===== config.mk =====
export PLATFORM = sky130hd
export DESIGN_NAME = humidity_temp_frame_decoder_core
export DESIGN_NICKNAME = d
export VERILOG_FILES = /design/src/rtl/htfd_pkg.sv /design/src/rtl/htfd_front.sv /design/src/rtl/htfd_queue.sv /design/src/rtl/htfd_back.sv /design/src/rtl/humidity_temp_frame_decoder_core.sv
export SDC_FILE = /design/constraint.sdc
export NUM_CORES = 1
export LEC_CHECK = 0
export BUFFER_PORTS_ARGS = -buffer_cell sky130_fd_sc_hd__buf_2
export CAP_MARGIN = 0
export CORE_MARGIN = 2
export CORE_UTILIZATION = 55
export CTS_CLUSTER_DIAMETER = 30
export CTS_CLUSTER_SIZE = 16
export DETAILED_ROUTE_END_ITERATION = 12
export PLACE_DENSITY = 0.79
export SKIP_CTS_REPAIR_TIMING = 1
export SLEW_MARGIN = 15
export SYNTH_ARGS = -nofsm -noshare
export SYNTH_HDL_FRONTEND = slang
export SYNTH_SLANG_ARGS = --single-unit

===== constraint.sdc =====
create_clock -name i_clk -period 7.65 [get_ports i_clk]
set_input_delay 1.53 -clock i_clk [delete_from_list [all_inputs] [get_ports i_clk]]
set_output_delay 1.53 -clock i_clk [all_outputs]
set_load 0.05 [all_outputs]

===== src/rtl/htfd_pkg.sv =====
// Shared types, constants and the CRC-8 byte function of the frame decoder.
// Depends on nothing; every other file of the block uses it by scoped names.
`default_nettype none

package htfd_pkg;

    // CRC-8 with polynomial x^8+x^5+x^4+1, seeded with all ones.
    localparam logic [7:0] CRC_POLY = 8'h31;
    localparam logic [7:0] CRC_INIT = 8'hFF;

    // Byte positions within one six-byte reply.
    localparam logic [2:0] POS_T_HIGH = 3'd0;
    localparam logic [2:0] POS_T_LOW  = 3'd1;
    localparam logic [2:0] POS_T_CRC  = 3'd2;
    localparam logic [2:0] POS_H_HIGH = 3'd3;
    localparam logic [2:0] POS_H_LOW  = 3'd4;
    localparam logic [2:0] POS_H_CRC  = 3'd5;

    // Kind of measurement carried by a result.
    localparam logic KIND_TEMP = 1'b0;
    localparam logic KIND_HUM  = 1'b1;

    // Scaling constants: value = span * raw / 65535, temperature less its offset.
    localparam logic [14:0] TEMP_SPAN   = 15'd17500;
    localparam logic [14:0] HUM_SPAN    = 15'd10000;
    localparam logic [15:0] TEMP_OFFSET = 16'd4500;
    localparam logic [16:0] RAW_FULL    = 17'd65535;

    // Values reported when a word fails its checksum.
    localparam logic [15:0] TEMP_BAD = 16'h8000;
    localparam logic [15:0] HUM_BAD  = 16'hFFFF;

    // Queue between the byte front end and the scaling back end.
    localparam int QUEUE_DEPTH = 2;
    localparam int QPTR_W      = (QUEUE_DEPTH > 1) ? $clog2(QUEUE_DEPTH) : 1;
    localparam int QCNT_W      = $clog2(QUEUE_DEPTH + 1);

    // One complete word, ready for scaling.
    typedef struct packed {
        logic        kind;
        logic        ok;
        logic [15:0] raw;
    } t_job;

    // Advances the CRC over one byte, most significant bit first.
    function automatic logic [7:0] crc8_byte(input logic [7:0] crc, input logic [7:0] data);
        logic [7:0] c;
        c = crc ^ data;
        for (int i = 0; i < 8; i++) begin
            c = c[7] ? ({c[6:0], 1'b0} ^ CRC_POLY) : {c[6:0], 1'b0};
        end
        return c;
    endfunction

endpackage

`default_nettype wire


===== src/rtl/htfd_front.sv =====
// Front end of the frame decoder: tracks the byte position, runs the CRC and
// collects each word. Depends on htfd_pkg; feeds htfd_queue.
`default_nettype none

module htfd_front (
    input  wire logic          i_clk,
    input  wire logic          i_rst_n,
    input  wire logic          i_valid,
    output logic               o_ready,
    input  wire logic [7:0]    i_data_byte,
    input  wire logic          i_frame_start,
    input  wire logic          i_q_full,
    output logic               o_push,
    output htfd_pkg::t_job     o_job
);

    logic [2:0] r_pos, n_pos;
    logic [7:0] r_crc, n_crc;
    logic [7:0] r_high, n_high;
    logic [7:0] r_low, n_low;

    logic       accept;
    logic       restart;
    logic [2:0] pos_eff;
    logic [7:0] crc_eff;
    logic [7:0] crc_next;

    // A transaction is taken whenever the queue has room for a possible word.
    assign o_ready = ~i_q_full;
    assign accept  = i_valid & o_ready;

    // A frame marker or an unused position restarts the reply.
    assign restart  = i_frame_start | (r_pos > htfd_pkg::POS_H_CRC);
    assign pos_eff  = restart ? htfd_pkg::POS_T_HIGH : r_pos;
    assign crc_eff  = restart ? htfd_pkg::CRC_INIT : r_crc;
    assign crc_next = htfd_pkg::crc8_byte(crc_eff, i_data_byte);

    // The word handed on when the checksum byte arrives.
    assign o_job.kind = (pos_eff == htfd_pkg::POS_H_CRC) ? htfd_pkg::KIND_HUM
                                                         : htfd_pkg::KIND_TEMP;
    assign o_job.ok   = (crc_eff == i_data_byte);
    assign o_job.raw  = {r_high, r_low};

    // Next-state logic per byte position.
    always_comb begin
        n_pos  = r_pos;
        n_crc  = r_crc;
        n_high = r_high;
        n_low  = r_low;
        o_push = 1'b0;
        if (accept) begin
            unique case (pos_eff)
                htfd_pkg::POS_T_HIGH, htfd_pkg::POS_H_HIGH: begin
                    n_high = i_data_byte;
                    n_crc  = crc_next;
                    n_pos  = pos_eff + 3'd1;
                end
                htfd_pkg::POS_T_LOW, htfd_pkg::POS_H_LOW: begin
                    n_low = i_data_byte;
                    n_crc = crc_next;
                    n_pos = pos_eff + 3'd1;
                end
                htfd_pkg::POS_T_CRC, htfd_pkg::POS_H_CRC: begin
                    o_push = 1'b1;
                    n_crc  = htfd_pkg::CRC_INIT;
                    n_pos  = (pos_eff == htfd_pkg::POS_H_CRC) ? htfd_pkg::POS_T_HIGH
                                                              : htfd_pkg::POS_H_HIGH;
                end
                default: begin
                    n_pos = htfd_pkg::POS_T_HIGH;
                end
            endcase
        end
    end

    // Control state.
    always_ff @(posedge i_clk) begin
        if (!i_rst_n) begin
            r_pos <= htfd_pkg::POS_T_HIGH;
            r_crc <= htfd_pkg::CRC_INIT;
        end else begin
            r_pos <= n_pos;
            r_crc <= n_crc;
        end
    end

    // Word bytes are always written before they are used.
    always_ff @(posedge i_clk) begin
        r_high <= n_high;
        r_low  <= n_low;
    end

endmodule

`default_nettype wire


===== src/rtl/htfd_queue.sv =====
// Short queue of complete words between the front end and the back end.
// Depends on htfd_pkg for the word type and the queue depth.
`default_nettype none

module htfd_queue (
    input  wire logic           i_clk,
    input  wire logic           i_rst_n,
    input  wire logic           i_push,
    input  wire htfd_pkg::t_job i_job,
    output logic                o_full,
    output logic                o_valid,
    output htfd_pkg::t_job      o_job,
    input  wire logic           i_pop
);

    htfd_pkg::t_job                   r_mem [htfd_pkg::QUEUE_DEPTH];
    logic [htfd_pkg::QPTR_W-1:0]      r_wr_ptr;
    logic [htfd_pkg::QPTR_W-1:0]      r_rd_ptr;
    logic [htfd_pkg::QCNT_W-1:0]      r_count;
    logic                             pop;

    localparam logic [htfd_pkg::QPTR_W-1:0] PTR_LAST =
        htfd_pkg::QPTR_W'(htfd_pkg::QUEUE_DEPTH - 1);
    localparam logic [htfd_pkg::QCNT_W-1:0] CNT_FULL =
        htfd_pkg::QCNT_W'(htfd_pkg::QUEUE_DEPTH);

    assign o_full  = (r_count == CNT_FULL);
    assign o_valid = (r_count != '0);
    assign o_job   = r_mem[r_rd_ptr];
    assign pop     = i_pop & o_valid;

    // Pointers and fill count.
    always_ff @(posedge i_clk) begin
        if (!i_rst_n) begin
            r_wr_ptr <= '0;
            r_rd_ptr <= '0;
            r_count  <= '0;
        end else begin
            if (i_push) begin
                r_wr_ptr <= (r_wr_ptr == PTR_LAST) ? '0 : r_wr_ptr + 1'b1;
            end
            if (pop) begin
                r_rd_ptr <= (r_rd_ptr == PTR_LAST) ? '0 : r_rd_ptr + 1'b1;
            end
            unique case ({i_push, pop})
                2'b10:   r_count <= r_count + 1'b1;
                2'b01:   r_count <= r_count - 1'b1;
                default: r_count <= r_count;
            endcase
        end
    end

    // Entry storage.
    always_ff @(posedge i_clk) begin
        if (i_push) begin
            r_mem[r_wr_ptr] <= i_job;
        end
    end

endmodule

`default_nettype wire


===== src/rtl/htfd_back.sv =====
// Back end of the frame decoder: scales each word to hundredths in two stages
// and holds the result in the output register. Depends on htfd_pkg.
`default_nettype none

module htfd_back (
    input  wire logic           i_clk,
    input  wire logic           i_rst_n,
    input  wire logic           i_valid,
    input  wire htfd_pkg::t_job i_job,
    output logic                o_pop,
    output logic                o_valid,
    input  wire logic           i_ready,
    output logic                o_measure_kind,
    output logic signed [15:0]  o_value,
    output logic                o_checksum_ok,
    output logic                o_last_of_frame
);

    logic        r_s1_valid;
    logic        r_s1_kind;
    logic        r_s1_ok;
    logic [30:0] r_s1_prod;

    logic        r_out_valid;
    logic        r_out_kind;
    logic        r_out_ok;
    logic [15:0] r_out_value;

    logic        out_free;
    logic        s1_free;
    logic [14:0] scale;
    logic [30:0] prod;
    logic [14:0] quo_hi;
    logic [16:0] fold;
    logic        wrap;
    logic [14:0] quo;
    logic        rem_nz;
    logic        below;
    logic [15:0] temp_val;
    logic [15:0] hum_val;
    logic [15:0] value;

    // Each stage moves on when the one after it is empty or emptying.
    assign out_free = ~r_out_valid | i_ready;
    assign s1_free  = ~r_s1_valid | out_free;
    assign o_pop    = s1_free;

    // Stage one: multiply the raw word by the span of its kind.
    assign scale = (i_job.kind == htfd_pkg::KIND_HUM) ? htfd_pkg::HUM_SPAN
                                                      : htfd_pkg::TEMP_SPAN;
    assign prod  = 31'(i_job.raw) * 31'(scale);

    always_ff @(posedge i_clk) begin
        if (!i_rst_n) begin
            r_s1_valid <= 1'b0;
        end else if (s1_free) begin
            r_s1_valid <= i_valid;
        end
    end

    always_ff @(posedge i_clk) begin
        if (s1_free && i_valid) begin
            r_s1_kind <= i_job.kind;
            r_s1_ok   <= i_job.ok;
            r_s1_prod <= prod;
        end
    end

    // Stage two: divide by 65535 as p = a*65536 + b = a*65535 + (a + b),
    // where a + b stays below twice the divisor.
    assign quo_hi = r_s1_prod[30:16];
    assign fold   = {2'b00, quo_hi} + {1'b0, r_s1_prod[15:0]};
    assign wrap   = (fold >= htfd_pkg::RAW_FULL);
    assign quo    = quo_hi + {14'd0, wrap};
    assign rem_nz = wrap ? (fold != htfd_pkg::RAW_FULL) : (fold != 17'd0);

    // Below the offset the result is negative, and truncation toward zero
    // rounds the quotient up when there is a remainder.
    assign below    = ({1'b0, quo} < htfd_pkg::TEMP_OFFSET);
    assign temp_val = {1'b0, quo} - htfd_pkg::TEMP_OFFSET + {15'd0, below & rem_nz};
    assign hum_val  = {1'b0, quo};

    always_comb begin
        if (!r_s1_ok) begin
            value = (r_s1_kind == htfd_pkg::KIND_HUM) ? htfd_pkg::HUM_BAD
                                                      : htfd_pkg::TEMP_BAD;
        end else begin
            value = (r_s1_kind == htfd_pkg::KIND_HUM) ? hum_val : temp_val;
        end
    end

    // Output register.
    always_ff @(posedge i_clk) begin
        if (!i_rst_n) begin
            r_out_valid <= 1'b0;
        end else if (out_free) begin
            r_out_valid <= r_s1_valid;
        end
    end

    always_ff @(posedge i_clk) begin
        if (out_free && r_s1_valid) begin
            r_out_kind  <= r_s1_kind;
            r_out_ok    <= r_s1_ok;
            r_out_value <= value;
        end
    end

    assign o_valid         = r_out_valid;
    assign o_measure_kind  = r_out_kind;
    assign o_value         = $signed(r_out_value);
    assign o_checksum_ok   = r_out_ok;
    assign o_last_of_frame = (r_out_kind == htfd_pkg::KIND_HUM);

endmodule

`default_nettype wire


===== src/rtl/humidity_temp_frame_decoder_core.sv =====
// Humidity and temperature reply decoder. The block takes the six-byte sensor
// reply one byte per transaction (temperature high, low, checksum, then
// humidity high, low, checksum), checks each word with CRC-8 (polynomial 0x31,
// seed 0xFF) and gives one result per word: the value in hundredths of degC
// or %RH, or -32768 / -1 when the checksum fails. A set frame_start marks the
// first byte and drops any partial reply; without it the position wraps after
// six bytes. One byte is taken every clock cycle; the input only stalls when
// the two-entry word queue is full because results are not being taken. After
// its checksum byte is accepted, a word passes through the word queue, the
// multiplier stage and the divide-by-65535 stage into the output register.
// Depends on htfd_pkg, htfd_front, htfd_queue and htfd_back.
`default_nettype none

module humidity_temp_frame_decoder_core (
    input  wire logic          i_clk,
    input  wire logic          i_rst_n,
    input  wire logic          i_valid,
    output logic               o_ready,
    input  wire logic [7:0]    i_data_byte,
    input  wire logic          i_frame_start,
    output logic               o_valid,
    input  wire logic          i_ready,
    output logic               o_measure_kind,
    output logic signed [15:0] o_value,
    output logic               o_checksum_ok,
    output logic               o_last_of_frame
);

    logic           q_full;
    logic           push;
    htfd_pkg::t_job push_job;
    logic           q_valid;
    htfd_pkg::t_job q_job;
    logic           q_pop;

    // Byte tracking and CRC.
    htfd_front u_front (
        .i_clk         (i_clk),
        .i_rst_n       (i_rst_n),
        .i_valid       (i_valid),
        .o_ready       (o_ready),
        .i_data_byte   (i_data_byte),
        .i_frame_start (i_frame_start),
        .i_q_full      (q_full),
        .o_push        (push),
        .o_job         (push_job)
    );

    // Word queue.
    htfd_queue u_queue (
        .i_clk   (i_clk),
        .i_rst_n (i_rst_n),
        .i_push  (push),
        .i_job   (push_job),
        .o_full  (q_full),
        .o_valid (q_valid),
        .o_job   (q_job),
        .i_pop   (q_pop)
    );

    // Scaling and output register.
    htfd_back u_back (
        .i_clk           (i_clk),
        .i_rst_n         (i_rst_n),
        .i_valid         (q_valid),
        .i_job           (q_job),
        .o_pop           (q_pop),
        .o_valid         (o_valid),
        .i_ready         (i_ready),
        .o_measure_kind  (o_measure_kind),
        .o_value         (o_value),
        .o_checksum_ok   (o_checksum_ok),
        .o_last_of_frame (o_last_of_frame)
    );

endmodule

`default_nettype wire


==> flow_metrics.tcl, run 1 <==
set metrics [dict create \
    status "complete, no violations" \
    maxSlewHeadroom_pct 26.34 \
    hold_viol_final 0 \
    hold_path.class "reg -> reg" \
    async_reset_ff_share_pct 0 \
    path_cells "mux2i_2 > buf_4 > nand2_1 > inv_1 > ha_1 > inv_1 > fa_1 > fa_1 > inv_1 > fa_1 > inv_1 > fa_1 > inv_1 > ha_1 > ha_1 > o21ai_0 > o21ai_0 > o211ai_1 > a21boi_1 > a221oi_1 > o211ai_1 > a2111oi_0 > or3b_1" \
    r2r_cells 23 \
    cp.arrival_ns 6.99 \
    ys_warn_count 0 \
    holdPathStages 0 \
    drv_slew 0 \
    wire_per_inst_um 15.19 \
    avgSynthCellArea_sq_um 10.11 \
    grt_overflow_total 0 \
    setup_viol 0 \
    vias 7661 \
    fin_skew_ns 0.01067 \
    place_hpwl_mm 17.83 \
    viasPerCell 5.354 \
    place_inst 1399 \
    critPathBufInv 6 \
    grt_pass1_vias 7730 \
    fin_setup_tns_ns 0 \
    antenna_found_initial 0 \
    drcViolationCount 0 \
    setup_ws_ns 0.8281 \
    use_met1_pct 25.21 \
    worst_pin_slew_ns 1.100 \
    die_y_um 145.5 \
    wl_mm 21.74 \
    crit_path_start_kind "flip-flop" \
    grt_pass1_wl_mm 36.36 \
    htree_levels 4 \
    synth_cells 1089 \
    n_antenna_cell 0 \
    cpMostUsedCell "inv_1" \
    clock-sinks 119 \
    die_area_sq_um 21160 \
    hold_end "u_queue.r_mem[1][11]" \
    critPathMaxFanout 29 \
    fin_cells 1431 \
    crit_path_end_kind "flip-flop" \
    grt_max_degree 34 \
    min-delay-start "u_front.r_high[3]" \
    start_util_pct 56.37 \
    top_usage_layer "met2" \
    cp.required_ns 7.81 \
    synth_edf_count 101 \
    synth_area_sq_um 11010 \
    drive_gt1_share_pct 7.118 \
    first_pass_iters 6 \
    fmax_mhz 146.6 \
    finish.net_count 1404 \
    core-area_sq_um 19530 \
    grt_use_total_pct 21.32 \
    drt.antenna.violating_nets 0 \
    dr.first_iter.drc_count 505 \
    synth-seq-area-share_pct 30.83 \
    clk_latency_ns 0.42 \
    critPathKind "reg -> reg" \
    post-route-period-util_pct 89.17 \
    syn2layout_area_growth_pct 10.25 \
    ff2ff_setup_slack_ns 0.83 \
    slowest_delay_ns 0.87 \
    io_pins 34 \
    die_width_um 145.5 \
    dp_slack_ns 0.8879 \
    cp_top_family "adder cells" \
    numCtsBuffers 17 \
    clock_tree.root_cell "clkbuf_16" \
    fin_crit_ns 6.822 \
    cp_slowest_cell "dfxtp_1" \
    path_clk_slew_ns 0.06 \
    synth_flop_cell "edfxtp_1" \
    cts_tree "built" \
    grtUsageMet3_pct 3.417 \
    clockBufferDepth 2 \
    met2_usage_pct 39.10 \
    std_cell_rows 51 \
    yosysUniqueCellTypes 63 \
    numPortBuffers 33 \
    hold_slack_ns 0.4431 \
    drv_cap 0 \
    rr_endpoint "u_back.r_s1_prod[29]" \
    synth_seq_cells 119 \
    globalplace.congestion 0.9237 \
    rsz0062_at_grt "false" \
]
cell usage in the layout (no fill, tap or decap), types with 8 or more instances in the layout:
master	netlist	final
inv_1	194	194
ha_1	148	148
edfxtp_1	101	101
fa_1	90	90
nor2_1	89	89
nand2_1	62	62
xnor2_1	54	54
a21oi_1	46	45
buf_2	1	33
o21ai_0	31	31
conb_1	2	28
nand3_1	20	20
xor2_1	20	20
nor3_1	19	19
dfxtp_1	18	18
clkbuf_16	0	17
mux2i_1	17	16
a21o_1	16	16
a211oi_1	12	12
o211ai_1	10	10
o21ai_1	9	9
nand4_1	9	9
and2_1	8	8
layout make-up:
| cell class | count | area (sq um) |
|---|---|---|
| clock buffer | 17 | 425.4 |
| clock inverter | 15 | 125.1 |
| fill | 1586 | 7391 |
| inverter | 195 | 732.0 |
| multi-input combinational | 780 | 6910 |
| sequential | 119 | 3393 |
| tap | 265 | 331.6 |
| timing repair buffer | 40 | 217.7 |
sequential cells by signal, indices dropped and copies added, names as in the netlist, named ones only:
| signal | flops |
|---|---|
| u_back.o_last_of_frame | 1 |
| u_front.r_high | 8 |
| u_back.o_value | 16 |
| u_queue.r_rd_ptr | 1 |
| u_queue.r_wr_ptr | 1 |
| u_front.r_crc | 8 |
| u_back.o_checksum_ok | 1 |
| u_back.r_s1_prod | 29 |
| u_back.r_s1_valid | 1 |
| u_queue.r_count | 2 |
| u_front.r_low | 8 |
| u_queue.r_mem | 36 |
| u_back.o_valid | 1 |
| u_back.r_s1_kind | 1 |
| u_back.r_s1_ok | 1 |
| u_front.r_pos | 3 |
cells in the mapped netlist (all sizes together) (16+ instances only):
cell type | instances | area [sq um]
edfxtp | 101 | 3033
a21o | 16 | 120.1
dfxtp | 18 | 360.4
xor2 | 20 | 175.2
a21oi | 46 | 230.2
clkbuf | 19 | 71.32
nand2 | 62 | 232.7
fa | 90 | 1802
nor2 | 89 | 334.1
nor3 | 19 | 95.09
mux2i | 17 | 170.2
nand3 | 20 | 100.1
xnor2 | 54 | 473.0
inv | 194 | 728.2
o21ai | 40 | 200.2
ha | 148 | 1852
per-stage QoR:
stage	util (%)	area, sq um
2_1_floorplan	-	11100
3_3_place_gp	59.33	11580
3_5_place_dp	59.33	11580
4_1_cts	62.15	12140
5_1_grt	62.15	12140
6_report	62.15	12140
how the worst max path moves through the flow:
stage	from	to	slack [ns]	cells past startpoint
floorplan	flip-flop	u_back.r_s1_prod[29]	1.33	25
global placement	flip-flop	u_back.r_s1_prod[29]	1.05	24
detailed placement	flip-flop	u_back.r_s1_prod[29]	0.89	22
CTS	flip-flop	u_back.r_s1_prod[29]	0.81	22
global route	flip-flop	u_back.r_s1_prod[29]	0.41	24
finish	flip-flop	u_back.r_s1_prod[29]	0.83	23
routing by layer:
layer  share of wire [%]  vias up  wire length, um
li1                    -     3797                -
met3                 3.2       44              689
met2                  52      176            11320
met4                 2.9        0              634
met5                   0        -                0
met1                  42     3644             9095
kinds of logic (layout without fill, tap and decap cells):
| group | after synthesis | after routing | share of synthesized area (%) |
|---|---|---|---|
| compound gates | 173 | 173 | 10.31 |
| xor+xnor | 74 | 74 | 5.888 |
| fa+ha+maj | 238 | 238 | 33.19 |
| buf+inv | 216 | 267 | 7.412 |
| flops | 119 | 119 | 30.83 |
| mux | 23 | 23 | 2.160 |
| other cells | 2 | 28 | 0.06823 |
| simple gates | 244 | 244 | 10.14 |
Power of run 1 is left out: the tool's default activity adds up to more than one toggle a clock period on the data nets, which glitch-free logic cannot reach.
==> inputs of run 2 (changes only) <==
SYNTH_HIERARCHICAL = 1   (was default)
==> run 2 against run 1 <==
Against the previous run:
- hold slack better by 0.0063 ns
- clock-buffer cell count is 1 higher
- register-to-register slack about the same
- synthesized area rose by 0.47%
- sequential share of layout area is 0.069 points lower
- clock skew increased by 0.0088 ns
- routed wire length shrank 3.1%
- first-iteration DRC count is 13% lower
- critical path depth increased by 4
- maximum frequency grew 0.13%
- die area rose by 0.45%
- utilization about the same
==> flow_metrics.tcl, run 2 <==
set metrics [dict create \
    hold_viol_final 0 \
    drive_gt1_share_pct 9.715 \
    die_width_um 145.8 \
    synth_top_area_share_pct 27.43 \
    rr_endpoint "u_back/o_value[14]" \
    regArea_sq_um 3393 \
    grt_pass1_vias 7652 \
    io_pins 34 \
    drcViolationCount 0 \
    critPathKind "reg -> reg" \
    nFillCells 1527 \
    synth_edf_count 101 \
    multiInputGateArea_sq_um 7000 \
    place_hpwl_mm 16.94 \
    grt_max_degree 34 \
    r2r-start "u_back/r_s1_prod[18]" \
    yosysUniqueCellTypes 71 \
    start_util_pct 56.45 \
    regMostFlops "u_queue/r_mem" \
    vias 7381 \
    avgSynthCellArea_sq_um 10.56 \
    wire_per_inst_um 15.18 \
    fin_crit_ns 6.813 \
    rsz0062_at_grt "false" \
    largest_reg_flops 36 \
    crit_path_end_kind "flip-flop" \
    ys_warn_count 6 \
    synth_area_sq_um 11060 \
    synth_cells 1047 \
    globalplace.congestion 0.8744 \
    core-area_sq_um 19590 \
    ff2ff_setup_slack_ns 0.84 \
    antenna_found_initial 0 \
    clock_tree.root_cell "clkbuf_16" \
    crit_path_start_kind "flip-flop" \
    first_pass_iters 5 \
    setup.worst_path.start "u_back/r_s1_prod[18]" \
    final_cell_mix "180 x inv_1, 148 x ha_1, 101 x edfxtp_1" \
    clock-sinks 119 \
    maxSlewHeadroom_pct 34.63 \
    n_antenna_cell 0 \
    fin_skew_ns 0.01944 \
    worst_pin_slew_ns 0.9761 \
    cp.required_ns 7.82 \
    synth_area_leaders "edfxtp_1 27%, ha_1 17%, fa_1 16%" \
    grt_overflow_total 0 \
    yosys.area.top_type "edfxtp_1" \
    grt_use_total_pct 21.06 \
    drt.antenna.violating_nets 0 \
    critPathMaxFanout 7 \
    drv_slew 0 \
    fmax_mhz 146.8 \
    drv_cap 0 \
    die_y_um 145.8 \
    worstSetupEndpoint "u_back/o_value[14]" \
    synth_seq_cells 119 \
    syn2layout_area_growth_pct 10.01 \
    numPortBuffers 33 \
    die_area_sq_um 21260 \
    post-route-period-util_pct 89.06 \
    hold_path.class "reg -> reg" \
    yosysMostFrequentCell "inv_1" \
    cts_tree "built" \
    fin_setup_tns_ns 0 \
    grt_pass1_wl_mm 35.94 \
    async_reset_ff_share_pct 0 \
    viasPerCell 5.322 \
    r2r_cells 27 \
    final_common_cell "inv_1" \
    path_clk_slew_ns 0.06 \
    clk_latency_ns 0.43 \
    dr.first_iter.drc_count 440 \
    synth_flop_cell "edfxtp_1" \
    htree_levels 4 \
    status "complete, no violations" \
    setup_viol 0 \
    clockBufferDepth 2 \
    std_cell_rows 51 \
    finish.net_count 1361 \
    synth-seq-area-share_pct 30.69 \
    wl_mm 21.05 \
    numCtsBuffers 17 \
    cp.arrival_ns 6.98 \
    synth.top_cells.by_count "180 x inv_1, 148 x ha_1, 101 x edfxtp_1" \
]
## run 2: cell types whose count changed after synthesis, sizes merged, moves of 10 or more
cell and delta:
a21o +10, and2 +12, inv -14, mux2 +12, mux2i -15, nor2 -36, nor2b +12, nor3 -11
o21ai -13
## run 2: cell families (layout without fill, tap and decap cells)
group,count (synthesis),after routing,synth area share [%]
simple gates,225,225,10.35
buf+inv,200,248,6.947
mux,20,20,2.014
compound gates,164,164,10.27
other cells,2,29,0.06791
fa+ha+maj,239,239,33.22
xor+xnor,78,78,6.438
flops,119,119,30.69
## run 2: metrics by stage
step                setup slack [ns]  hold slack, ns  utilization, %  cells  instance area, sq um
CTS                           0.9040          0.4483           62.10   1387                 12170
detailed placement             1.017          0.4304           59.16   1355                 11590
global route                  0.3596          0.4624           62.10   1387                 12170
finish                        0.8369          0.4494           62.10   1387                 12170
floorplan                      1.679          0.4215               -   1074                 11160
global placement               1.217          0.4223           59.16   1355                 11590
## run 2: cell type report
class / instances / share of cell area [%]
multi-input cells: 755 / 57.54
flip-flops and latches: 119 / 27.89
inverters: 180 / 5.554
clock buffers: 18 / 3.528
well taps: 265 / 2.726
repair buffers: 36 / 1.543
clock inverters: 14 / 1.214
## run 2: worst min path at each step
stage / endpoint / slack, ns / cells after the start / start
detailed placement: u_queue/r_mem[1][8] / 0.43 / 0 / u_front/r_high[0]
CTS: u_queue/r_mem[0][7] / 0.45 / 0 / u_front/r_low[7]
global placement: u_queue/r_mem[0][8] / 0.42 / 0 / u_front/r_high[0]
floorplan: u_queue/r_mem[0][0] / 0.42 / 0 / u_front/r_low[0]
global route: u_queue/r_mem[0][0] / 0.46 / 0 / u_front/r_low[0]
finish: u_queue/r_mem[0][7] / 0.45 / 0 / u_front/r_low[7]
## run 2: critical path, cell delays in order, from the launching register on
cell and delay [ns]:
edfxtp_1 0.49, ha_1 0.26, fa_1 0.42, a211oi_1 0.29, o21bai_1 0.17, a21o_1 0.18
a21oi_1 0.18, xor2_1 0.12, nor4_1 0.29, nand4_1 0.16, nand2b_1 0.10, ha_1 0.20
ha_1 0.24, nand4_1 0.31, xnor2_1 0.23, o31ai_1 0.47, o21ai_0 0.19, a21o_1 0.23
a21oi_1 0.22, o311a_1 0.21, ha_1 0.17, ha_1 0.16, inv_1 0.08, a21o_1 0.18
a211o_1 0.34, a21boi_0 0.28, mux2i_1 0.11, a211o_1 0.27
## run 2: layer usage
metal,global-route usage (%),routed length [um],share of wire (%),vias to the layer above
met5,0,0,0,-
met4,9.706,743,3.5,0
met3,3.574,663,3.1,44
met2,38.02,10760,51,155
met1,24.42,8883,42,3532
li1,-,-,-,3650
Power of run 2 is left out for the same reason.
==> inputs of run 3 (changes only) <==
CORE_ASPECT_RATIO = 0.7   (was default)
REMOVE_ABC_BUFFERS = 1   (was default)
==> run 3 against run 2 <==
Against the previous run:
- clock-buffer cell count fell by 1
- sequential share of layout area barely moved
- hold slack got worse by 0.0054 ns
- utilization fell by 0.41 points
- global-route usage rose by 1.9 points
- critical path depth did not move
- maximum frequency fell by 3.4%
- critical path type unchanged
==> flow_metrics.tcl, run 3 (same netlist as run 2, synthesis figures left out) <==
set metrics [dict create \
    status "complete, no violations" \
    htree_levels 4 \
    drcViolationCount 0 \
    setup_viol 0 \
    multiInputGateArea_sq_um 6998 \
    dr.first_iter.drc_count 626 \
    final_common_cell "inv_1" \
    critPathKind "reg -> reg" \
    syn2layout_area_growth_pct 10.15 \
    finish.net_count 1362 \
    rsz0062_at_grt "false" \
    numCtsBuffers 17 \
    clk_latency_ns 0.43 \
    start_util_pct 56.00 \
    critPathMaxFanout 7 \
    drv_cap 0 \
    hold_viol_final 0 \
    die_area_sq_um 21270 \
    wire_per_inst_um 16.08 \
    largest_reg_flops 36 \
    grt_pass1_wl_mm 38.09 \
    clockBufferDepth 2 \
    crit_path_end_kind "flip-flop" \
    drt.antenna.violating_nets 0 \
    regArea_sq_um 3393 \
    vias 7580 \
    nFillCells 1586 \
    viasPerCell 5.441 \
    io_pins 34 \
    globalplace.congestion 0.9127 \
    cp.arrival_ns 7.23 \
    fin_crit_ns 7.051 \
    grt_overflow_total 0 \
    grt_use_total_pct 22.95 \
    core-area_sq_um 19750 \
    crit_path_start_kind "flip-flop" \
    hold_slack_ns 0.4440 \
    path_clk_slew_ns 0.06 \
    grt_max_degree 34 \
    std_cell_rows 43 \
    place_hpwl_mm 17.83 \
    cts_tree "built" \
    grt_pass1_vias 7758 \
    numPortBuffers 33 \
    worst_pin_slew_ns 0.8923 \
    drive_gt1_share_pct 9.884 \
    hold_path.class "reg -> reg" \
    antenna_found_initial 0 \
    clock-sinks 119 \
    cp.required_ns 7.83 \
    first_pass_iters 5 \
    final_cell_mix "180 x inv_1, 148 x ha_1, 101 x edfxtp_1" \
    fin_skew_ns 0.007934 \
    post-route-period-util_pct 92.17 \
    fmax_mhz 141.8 \
    regMostFlops "u_queue/r_mem" \
    drv_slew 0 \
    die_y_um 122.6 \
    clock_tree.root_cell "clkbuf_16" \
    fin_setup_tns_ns 0 \
    maxSlewHeadroom_pct 40.52 \
    die_width_um 173.5 \
    wl_mm 22.40 \
    n_antenna_cell 0 \
]
-- run 3: path summary, 6_finish.rpt --
kind                        start             endpoint  slack (ns)  cells after the start
max          u_back/r_s1_prod[18]   u_back/o_value[14]        0.60                     27
min             u_front/r_high[0]  u_queue/r_mem[0][8]        0.44                      0
max reg2reg  u_back/r_s1_prod[18]   u_back/o_value[14]        0.60                     27
min reg2reg     u_front/r_high[0]  u_queue/r_mem[0][8]        0.44                      0
-- run 3: per-layer routing --
layer	share of wire, %	track usage, %	up-vias
met2	44	35.65	229
met3	7.0	4.554	40
met5	0	0	-
li1	-	-	3635
met1	47	32.82	3676
met4	1.9	6.992	0
-- run 3: per-stage QoR --
stage	area (sq um)	setup slack (ns)	util, %	cells
final	12180	0.5990	61.69	1393
after global routing	12180	0.2084	61.69	1393
after CTS	12180	0.8017	61.69	1393
after detailed placement	11600	0.9176	58.75	1361
after global placement	11600	1.155	58.75	1361
after floorplan	11070	1.445	-	1054
-- run 3: area by class of cell --
cell class                 count  area share [%]
multi-input combinational    755           57.45
sequential                   119           27.86
inverter                     180           5.547
clock buffer                  17           3.493
tap                          270           2.774
timing repair buffer          37           1.602
clock inverter                15           1.274
-- run 3: worst max-delay path, cell delays in order, from the launching register on --
cell	delay (ns)
edfxtp_1	0.48
ha_1	0.26
fa_1	0.45
a211oi_1	0.31
o21bai_1	0.19
a21o_1	0.19
a21oi_1	0.17
xor2_1	0.11
nor4_1	0.35
nand4_1	0.18
nand2b_1	0.12
ha_1	0.21
ha_1	0.24
nand4_1	0.33
xnor2_1	0.23
o31ai_1	0.47
o21ai_0	0.21
a21o_1	0.22
a21oi_1	0.25
o311a_1	0.22
ha_1	0.19
ha_1	0.18
inv_1	0.08
a21o_1	0.18
a211o_1	0.34
a21boi_0	0.28
mux2i_1	0.11
a211o_1	0.26
Power of run 3 is left out for the same reason.
